**src/rtl/core/chm_pkg.sv**
```systemverilog
// Shared types and constants of the chained hash map.
`timescale 1ns / 1ps
package chm_pkg;
	localparam int BUCKETS  = 64;
	localparam int CAPACITY = 256;
	localparam int BW = $clog2(BUCKETS);
	localparam int EW = $clog2(CAPACITY);
	localparam int PW = EW + 1;
	localparam logic [PW-1:0] NO_ENTRY = PW'(CAPACITY);
	localparam logic [31:0] HASH_MUL = 32'h61C88647;

	typedef enum logic [1:0] {OP_ADD = 2'd0, OP_GET = 2'd1, OP_REMOVE = 2'd2, OP_NONE = 2'd3}
		op_t;
	typedef enum logic [1:0] {ST_OK = 2'd0, ST_NOT_FOUND = 2'd1, ST_FULL = 2'd2,
		ST_ZERO = 2'd3} status_t;

	typedef struct packed {
		op_t          op;
		logic [63:0]  key;
		logic [63:0]  value;
		logic [BW-1:0] bucket;
	} cmd_t;

	typedef enum logic [2:0] {
		BK_IDLE, BK_HEAD, BK_READ, BK_CHECK, BK_FREE, BK_DONE, BK_CLEAR
	} bk_state_t;
endpackage

```
**src/rtl/core/chm_front.sv**
```systemverilog
// Front end: hashes the key, picks the bucket, and holds a short command queue.
`timescale 1ns / 1ps
module chm_front import chm_pkg::*; (
	input  logic        clk,
	input  logic        arst_n,
	input  logic [2:0]  bucket_bits,
	input  logic        flush,
	input  logic        in_valid,
	output logic        in_ready,
	input  logic [1:0]  in_op,
	input  logic [63:0] in_key,
	input  logic [63:0] in_value,
	output logic        cmd_valid,
	input  logic        cmd_ready,
	output cmd_t        cmd
);
	// Stage 1 registers the product so the multiply stands alone.
	logic        valid_s1;
	logic [1:0]  op_s1;
	logic [63:0] key_s1, value_s1;
	logic [31:0] hash_s1;
	logic [31:0] mask;
	logic [31:0] masked;
	cmd_t        ent;
	cmd_t        fifo_q [2];
	logic        wp_q, rp_q;
	logic [1:0]  cnt_q;
	logic        push, pop;

	assign in_ready = !valid_s1 || (cnt_q < 2'd2);
	assign push = valid_s1 && (cnt_q < 2'd2);
	assign pop  = cmd_valid && cmd_ready;

	always_ff @(posedge clk or negedge arst_n) begin
		if (!arst_n) begin
			valid_s1 <= 1'b0;
		end else if (flush) begin
			valid_s1 <= 1'b0;
		end else if (in_ready) begin
			valid_s1 <= in_valid;
		end
	end

	always_ff @(posedge clk) begin
		if (in_ready && in_valid) begin
			op_s1    <= in_op;
			key_s1   <= in_key;
			value_s1 <= in_value;
			hash_s1  <= in_key[31:0] * HASH_MUL;
		end
	end

	assign mask   = (32'd1 << bucket_bits) - 32'd1;
	assign masked = hash_s1 & mask;
	always_comb begin
		ent.op     = op_t'(op_s1);
		ent.key    = key_s1;
		ent.value  = value_s1;
		ent.bucket = masked[BW-1:0];
	end

	always_ff @(posedge clk or negedge arst_n) begin
		if (!arst_n) begin
			wp_q  <= 1'b0;
			rp_q  <= 1'b0;
			cnt_q <= 2'd0;
		end else if (flush) begin
			wp_q  <= 1'b0;
			rp_q  <= 1'b0;
			cnt_q <= 2'd0;
		end else begin
			if (push) wp_q <= !wp_q;
			if (pop) rp_q <= !rp_q;
			cnt_q <= cnt_q + {1'b0, push} - {1'b0, pop};
		end
	end

	always_ff @(posedge clk) begin
		if (push) fifo_q[wp_q] <= ent;
	end

	assign cmd_valid = (cnt_q != 2'd0);
	assign cmd       = fifo_q[rp_q];
endmodule

```
**config.mk**
```make
export PLATFORM = sky130hd
export DESIGN_NAME = chm_front
export DESIGN_NICKNAME = d
export VERILOG_FILES = /design/src/rtl/core/chm_pkg.sv /design/src/rtl/core/chm_front.sv
export SDC_FILE = /design/constraint.sdc
export NUM_CORES = 1
export LEC_CHECK = 0
export CORE_AREA = 2 2 194 196
export DETAILED_ROUTE_END_ITERATION = 10
export DIE_AREA = 0 0 196 198
export DONT_BUFFER_PORTS = 1
export GPL_TIMING_DRIVEN = 0
export SLEW_MARGIN = 25
export SYNTH_ARGS = -nofsm -noshare
export SYNTH_HDL_FRONTEND = slang
export SYNTH_SLANG_ARGS = --single-unit
```
**constraint.sdc**
```tcl
create_clock -name clk -period 7.7 [get_ports clk]
set_input_delay 1.155 -clock clk [delete_from_list [all_inputs] [get_ports clk]]
set_output_delay 1.155 -clock clk [all_outputs]
set_load 0.02 [all_outputs]
```
After elaboration in Yosys (flattened, before gate mapping):

Memory sizes are Yosys's and may differ from the RTL's.
Cells that the tools add are included.

* reductions and logical operators: 11
* $mul: 1
* multiplexer cells: 9
* bitwise operators: 1
* shift-type cells: 1
* $add $sub $neg: 3
* magnitude comparators: 1

Operators by type and width (number)
* 32-bit by 31-bit multiplier with 6-bit output, second input constant: 1
* 1-bit 2-to-1 mux: 8
* 2-bit nonzero test: 4
* 6-bit AND: 1
* 1-bit by 3-bit left shift with 6-bit output, first input constant: 1
* 6-bit by 1-bit subtractor with 6-bit output, second input constant: 1
* 1-bit logical AND: 3
* 1-bit logical NOT: 3
* 2-bit by 1-bit adder with 2-bit output: 1
* 2-bit less-than comparator, second input constant: 1
* 2-bit 2-to-1 mux: 1
* 2-bit by 1-bit subtractor with 2-bit output: 1
* 1-bit logical OR: 1

* memories kept: 1
* bits in writable memories: 272
* register bits: 141
* output and inout port bits: 138
* logic and storage cells: 36
* input bits: 138

Memories
* fifo_q: depth 2, width 136, read ports 1, clocked after memory_dff 0, wr ports 1, line chm_front.sv:25 `cmd_t fifo_q [2];`

Longest topological paths before layout:

Gate-level depths: netlist of the first run.

* word-level depth: 5
* mapped depth: 8
* gate-level depth less buffers: 8

Worst setup path after synthesis of the first run:

OpenSTA, ideal clock, no wires.

* path type: reg2reg
* from: register cnt_q[1]
* to: memory fifo_q[0][0] (netlist bit), enable pin
* path buffers: 0
* slack: 783 ps
* arrival time: 6284 ps
* cell stages (with the launch flop): 3
* required time: 7067 ps
* setup time: 633 ps
* cells stage by stage: dfrtp_1 nand2b_1 nor2_1

* word-level cells in the longest chain between the ends: 4

Ends and longest elaborated chain
* from (decl): line chm_front.sv:27 `logic [1:0] cnt_q;`
* from (signal assigned): line chm_front.sv:74 `cnt_q <= cnt_q + {1'b0, push} - {1'b0, pop};`
* 2-bit less-than comparator: line chm_front.sv:31 `assign push = valid_s1 && (cnt_q < 2'd2);`
* 1-bit logical AND: line chm_front.sv:31
* 1-bit 2-to-1 mux: line chm_front.sv:79 `if (push) fifo_q[wp_q] <= ent;`
* 1-bit 2-to-1 mux (implied by the code): line chm_front.sv:79
* to (decl): line chm_front.sv:25

No other way between the ends.

==> flow_summary.yaml, run 1 <==
outcome:
  status: "complete, no violations"
synthesis:
  syn_area_um2: 14500
  synth_top_area_share_pct: 84.5
  synthDistinctLibCells: 21
  yosys.area.top_type: "edfxtp_1"
  syn_area_per_cell_um2: 23.7
  synth.net_count: 758
  syn_inst: 609
  synth_seq_cells: 412
  ys_seq_area_share_pct: 85.4
  ys_warn_count: 0
  ys_top_cells_by_area: "edfxtp_1 (85%), mux2_2 (11%), clkbuf_8 (0.95%)"
routing:
  dr_wl_met2_um: 12900
  drt-met1-wl_um: 9780
  vias_per_cell: 4.83
  routed-wl-met3_um: 2210
  wl_per_cell_um: 22.0
  first_pass_iters: 4
  wl_um: 25700
  antenna_left: 0
  initialDrtViolationCount: 251
  top_layer_used: "met5"
  drcViolationCount: 0
  vias: 5639
global_routing:
  grt_max_degree: 46
  gr-total-overflow: 0
  antenna_found_initial: 4
  grt_pass1_vias: 6029
  track_usage_pct: 13.1
  grt_pass1_wl_um: 37600
clock_tree:
  ctsResizeCount: 0
  htreeDepth: 2
  cts_hold_buf: 0
  clock-sinks: 412
  cts_buffers: 41
  insertion_delay_ns: 0.54
  clockBufferDepth: 3
  cts_root_buffer: "clkbuf_16"
  cts_tree: "built"
  cts.clk_slew.worst_paths_ns: 0.06
  postCtsSetupBuffers: 0
sta:
  drv_slew: 0
  grt_setup_unrepaired: "no"
  setup_tns_ns: 0
  clock.fmax_ghz: 0.333
  fin_crit_ns: 3.00
  post-route-period-util_pct: 39.0
  hold_viol_final: 0
  worst_pin_slew_ns: 0.571
  final.setup_skew_ns: 0.0132
  hold_slack_ns: 0.308
  relSlewSlack_pct: 61.8
  setup_viol: 0
floorplanning:
  core_um2: 37000
  initial_core_util_pct: 39.1
  io_pins: 276
  row_count: 71
  fp.dieH_um: 198
  die_w_um: 196
  die_area_um2: 38800
cells_and_area:
  drive_gt1_share_pct: 32.3
  fillers: 3051
  instances_no_fill: 1168
  syn_to_final_growth_pct: 15.5
  final_area_um2: 16700
  final_nets: 818
  final_util_pct: 45.2
placed_design:
  dp_cells: 1100
  dpl_cell_area_um2: 15500
  dpl.hpwl_um: 17700
  gp_congestion: 0.728
  portBuffers: 0
power_and_ir_drop:
  leakagePower_uw: 0.00545
  powerDensity_nw_per_um2: 328
  ir_drop_mv: 0.214
hold_path:
  hold_path_class: "input pin to asynchronous set/reset pin"
worst_setup_path:
  cp.required_ns: 6.55
  path_buf_inv: 2
  cp-start-kind: "register"
  crit_slowest_cell: "mux2_2"
  cp_slowest_stage_delay_ns: 0.44
  cp_cell_sequence: "buf_6 > clkbuf_8 > mux2_2"
  critPathTopFamily: "buffers and inverters"
  path_max_fanout: 10
  end_kind: "primary output"
  arrival_ns: 1.85
  worst-setup-path-type: "register to primary output"
job:
  max-cap-violations: 0
==> worst register-to-register path, delay by kind of cell (launching register included) <==
| family | cells | cell delay, ns |
|---|---|---|
| AND/OR/NAND/NOR | 2 | 0.82 |
| buffers and inverters | 3 | 0.62 |
| flip-flops | 1 | 0.43 |
==> Yosys cell counts (all sizes together) <==
cell type  count
edfxtp       407
mux2         136
clkbuf        10
xnor2          8
ha             7
inv            6
nor2           6
buf            5
dfrtp          5
fa             4
a21oi          2
and2           2
nor2b          2
o21a           2
and3           1
nand2          1
nand2b         1
o211a          1
o31a           1
or2            1
xor2           1
==> layout make-up <==
| cell class | instances | area (um2) | area share, % |
|---|---|---|---|
| Tap cell | 474 | 593 | 3.55 |
| Inverter | 6 | 22.5 | 0.135 |
| Buffer | 15 | 194 | 1.16 |
| Clock inverter | 13 | 116 | 0.697 |
| Timing Repair Buffer | 17 | 420 | 2.52 |
| Antenna cell | 1 | 2.50 | 0.0150 |
| Clock buffer | 54 | 1090 | 6.56 |
| Multi-Input combinational cell | 176 | 1910 | 11.4 |
| Sequential cell | 412 | 12300 | 73.9 |
==> cell usage in the layout, fill, tap and decap left out <==
cell type | netlist | routed
edfxtp_1 | 407 | 407
clkinv_2 | 0 | 5
a21oi_1 | 2 | 2
dfrtp_1 | 5 | 5
xor2_1 | 1 | 1
buf_16 | 0 | 12
xnor2_1 | 8 | 8
or2_2 | 1 | 1
and3_1 | 1 | 1
fa_1 | 4 | 4
o31a_1 | 1 | 1
diode_2 | 0 | 1
bufinv_16 | 0 | 2
nand2b_1 | 1 | 1
nor2_4 | 0 | 2
clkbuf_8 | 10 | 12
clkinv_4 | 0 | 1
clkbuf_1 | 0 | 11
buf_12 | 0 | 3
nor2b_1 | 2 | 2
mux2_2 | 136 | 136
clkinv_1 | 0 | 4
clkinvlp_4 | 0 | 1
and2_4 | 0 | 1
nor2_1 | 6 | 4
ha_1 | 7 | 7
nand2_1 | 1 | 1
and2_1 | 2 | 1
inv_1 | 6 | 6
o21a_1 | 2 | 2
buf_6 | 5 | 5
buf_8 | 0 | 2
o211a_1 | 1 | 1
clkbuf_16 | 0 | 41
==> routing by layer <==
layer  vias up  track usage [%]
met5         -                0
met4         6             6.03
met3        54             5.25
met2       205             21.9
met1      2841             14.8
li1       2533                -
==> report_power, final <==
group / total [uW] / internal, uW / switching [uW]
Sequential: 2740 / 2680 / 54.4
Combinational: 924 / 340 / 584
Clock: 1820 / 1060 / 758
==> metrics by stage <==
stage / setup WS [ns] / power, uW
2_1_floorplan: 0.783 / 3520
3_3_place_gp: -2.35 / 3710
3_5_place_dp: 4.43 / 3730
4_1_cts: 4.59 / 5580
5_1_grt: 4.59 / 5720
6_report: 4.70 / 5480
==> final timing paths <==
path	start	end	slack, ns	cells after the start
max reg2reg	cnt_q[1]$_DFF_PN0_	fifo_q[1][86]$_DFFE_PP_	5.52	5
max in group asynchronous	arst_n	valid_s1$_DFFE_PN0P_	7.32	0
min reg2reg	value_s1[37]$_DFFE_PP_	fifo_q[0][43]$_DFFE_PP_	0.44	0
max	rp_q$_DFFE_PN0P_	cmd[131]	4.70	3
min in group clk	value_s1[37]$_DFFE_PP_	fifo_q[0][43]$_DFFE_PP_	0.44	0
min	arst_n	cnt_q[1]$_DFF_PN0_	0.31	0
==> state kept, by name, indices dropped and copies added, names as in the netlist <==
name / cells
cnt_q: 2
fifo_q: 272
hash_s1: 5
key_s1: 64
op_s1: 2
rp_q: 1
valid_s1: 1
value_s1: 64
wp_q: 1
==> logic make-up (layout without fill, tap and decap cells) <==
family	after synthesis	count (layout)	share of synthesized area (%)
DFF	412	412	85.4
muxes	136	136	10.6
adders and majority gates	11	11	1.16
other	0	1	0
and+or+nand+nor	14	14	0.485
buffers and inverters	21	105	1.50
AOI/OAI and AO/OA	6	6	0.303
xor gates and xnor gates	9	9	0.545
(Power assumes the default switching activity.)
==> run 2: changes to the inputs <==
Clock period 7.7 ns to 3.1 ns, I/O delays scaled along.
==> run 2 against run 1 <==
Effect of this change:
- combinational power grew to 2.6 times the previous value
- sequential share of layout area fell by 6.1 points
- power grew to 2.6 times the previous value
- critical path type unchanged
- largest cell class unchanged
==> flow_summary.yaml, run 2 (same netlist as run 1, synthesis figures left out) <==
power_and_ir_drop:
  pwr-share-clk_pct: 35.4
  leakagePower_uw: 0.00608
  p_int_uw: 10700
  power_frac_comb_pct: 17.1
  powerDensity_nw_per_um2: 787
  p_seq_share_pct: 47.5
  ir_drop_mv: 0.506
  p_sw_uw: 3660
  swShare_pct: 25.6
floorplanning:
  die_w_um: 196
  die_area_um2: 38800
  fp.dieH_um: 198
  row_count: 71
  io_pins: 276
  core_um2: 37000
  initial_core_util_pct: 39.1
cells_and_area:
  instances_no_fill: 1308
  final_area_um2: 18200
  reg_top3: "fifo_q x272, key_s1 x64, value_s1 x64"
  syn_to_final_growth_pct: 25.9
  largest_reg_flops: 272
  final_cell_mix: "edfxtp_1 (407), mux2_2 (136), dlygate4sd3_1 (132), clkbuf_16 (43), buf_16 (11)"
  top_register: "fifo_q"
  seq_area_um2: 12300
  fillers: 2900
  final_common_cell: "edfxtp_1"
  multi_input_area_um2: 1920
  drive_gt1_share_pct: 28.3
  final_nets: 950
worst_setup_path:
  cp_cell_sequence: "buf_6 > clkbuf_8 > mux2_2"
  worst-setup-path-type: "register to primary output"
  arrival_ns: 1.85
  setup.worst_path.start: "rp_q$_DFFE_PN0P_"
  cp_slowest_stage_delay_ns: 0.44
  end_kind: "primary output"
  crit_slowest_cell: "mux2_2"
  rr_startpoint: "cnt_q[1]$_DFF_PN0_"
  cp.required_ns: 2.63
  path_max_fanout: 10
  cp-start-kind: "register"
placed_design:
  dpl_cell_area_um2: 15500
  gp_congestion: 0.756
  dp_cells: 1100
  portBuffers: 0
  dpl.hpwl_um: 17600
routing:
  first_pass_iters: 4
  initialDrtViolationCount: 327
  wl_per_cell_um: 20.6
  vias: 6199
  drcViolationCount: 0
  vias_per_cell: 4.74
  antenna_left: 0
  wl_um: 26900
global_routing:
  grt_pass1_vias: 6865
  grt_max_degree: 46
  track_usage_pct: 13.9
  gr-total-overflow: 0
  grt_pass1_wl_um: 40400
  antenna_found_initial: 1
clock_tree:
  insertion_delay_ns: 0.54
  clockBufferDepth: 3
  cts.clk_slew.worst_paths_ns: 0.06
  cts_tree: "built"
  cts_root_buffer: "clkbuf_16"
  cts_buffers: 41
  htreeDepth: 2
  clock-sinks: 412
sta:
  fin_crit_ns: 2.32
  post-route-period-util_pct: 74.7
  grt_setup_unrepaired: "no"
  final.setup_skew_ns: 0.0125
  hold_slack_ns: 0.0842
  relSlewSlack_pct: 62.9
  hold_viol_final: 0
  clock.fmax_ghz: 0.432
  setup_viol: 0
  worst_pin_slew_ns: 0.556
  drv_slew: 0
outcome:
  status: "complete, no violations"
hold_path:
  worstHoldStart: "in_valid"
  hold_path_class: "input pin to register"
job:
  max-cap-violations: 0
run 2: cell types whose count changed in the layout (fill, tap and decap cells not counted), sizes merged:
| cell | previous run | this run |
|---|---|---|
| bufinv | 2 | 6 |
| inv | 6 | 8 |
| clkbuf | 64 | 57 |
| dlygate4sd3 | 0 | 132 |
| clkinvlp | 1 | 2 |
| clkinv | 10 | 18 |
run 2: cell type report:
class | count | share of cell area [%]
inverters | 6 | 0.124
repair buffers | 149 | 9.50
clock buffers | 47 | 5.99
clock inverters | 28 | 1.67
diodes | 1 | 0.0137
flip-flops and latches | 412 | 67.8
well taps | 474 | 3.26
multi-input cells | 176 | 10.5
plain buffers | 15 | 1.07
run 2: worst max-delay path, delay by kind of cell, from the launching register on:
kind     cells  cell delay (ns)
buf+inv      2             0.48
mux          1             0.44
flops        1             0.38
run 2: timing repair:
| item | in CTS | in global routing |
|---|---|---|
| endpoints found under the hold margin | 140 | 0 |
| hold buffers | 132 | 0 |
| setup endpoints to repair | 0 | 0 |
| resized for setup | 0 | 0 |
| setup buffers | 0 | 0 |
run 2: worst paths after layout:
path / endpoint / slack [ns] / cells past startpoint
max in group asynchronous: cnt_q[0]$_DFF_PN0_ / 2.66 / 1
worst min-delay path: valid_s1$_DFFE_PN0P_ / 0.08 / 2
worst max-delay path: cmd[134] / 0.78 / 3
worst min register to register: fifo_q[1][15]$_DFFE_PP_ / 0.44 / 0
worst max register to register: fifo_q[1][24]$_DFFE_PP_ / 0.98 / 6
min in group asynchronous: cnt_q[1]$_DFF_PN0_ / 0.23 / 1
run 2: metrics by stage:
step / utilization [%] / power (uW) / setup slack, ns / TNS, ns
floorplan: - / 8700 / 0.0569 / 0
global placement: 40.8 / 9110 / -0.967 / -332.82
detailed placement: 41.9 / 9270 / 0.594 / 0
CTS: 49.2 / 14500 / 0.678 / 0
global route: 49.2 / 14900 / 0.688 / 0
finish: 49.2 / 14300 / 0.783 / 0
run 2: power by group through the flow:
stage | sequential, uW | clock (uW) | combinational [uW]
final | 6810 | 5070 | 2440
after global routing | 6850 | 5440 | 2590
after CTS | 6810 | 5220 | 2500
after detailed placement | 6930 | 0 | 2340
after global placement | 6940 | 0 | 2170
after floorplan | 6890 | 0 | 1800
run 2: layer usage:
layer	GRT usage (%)	vias up	part of all wire, %
li1	-	2810	-
met1	16.1	3125	39
met2	24.0	214	51
met3	4.28	50	6.9
met4	6.26	0	3.0
met5	0	-	0
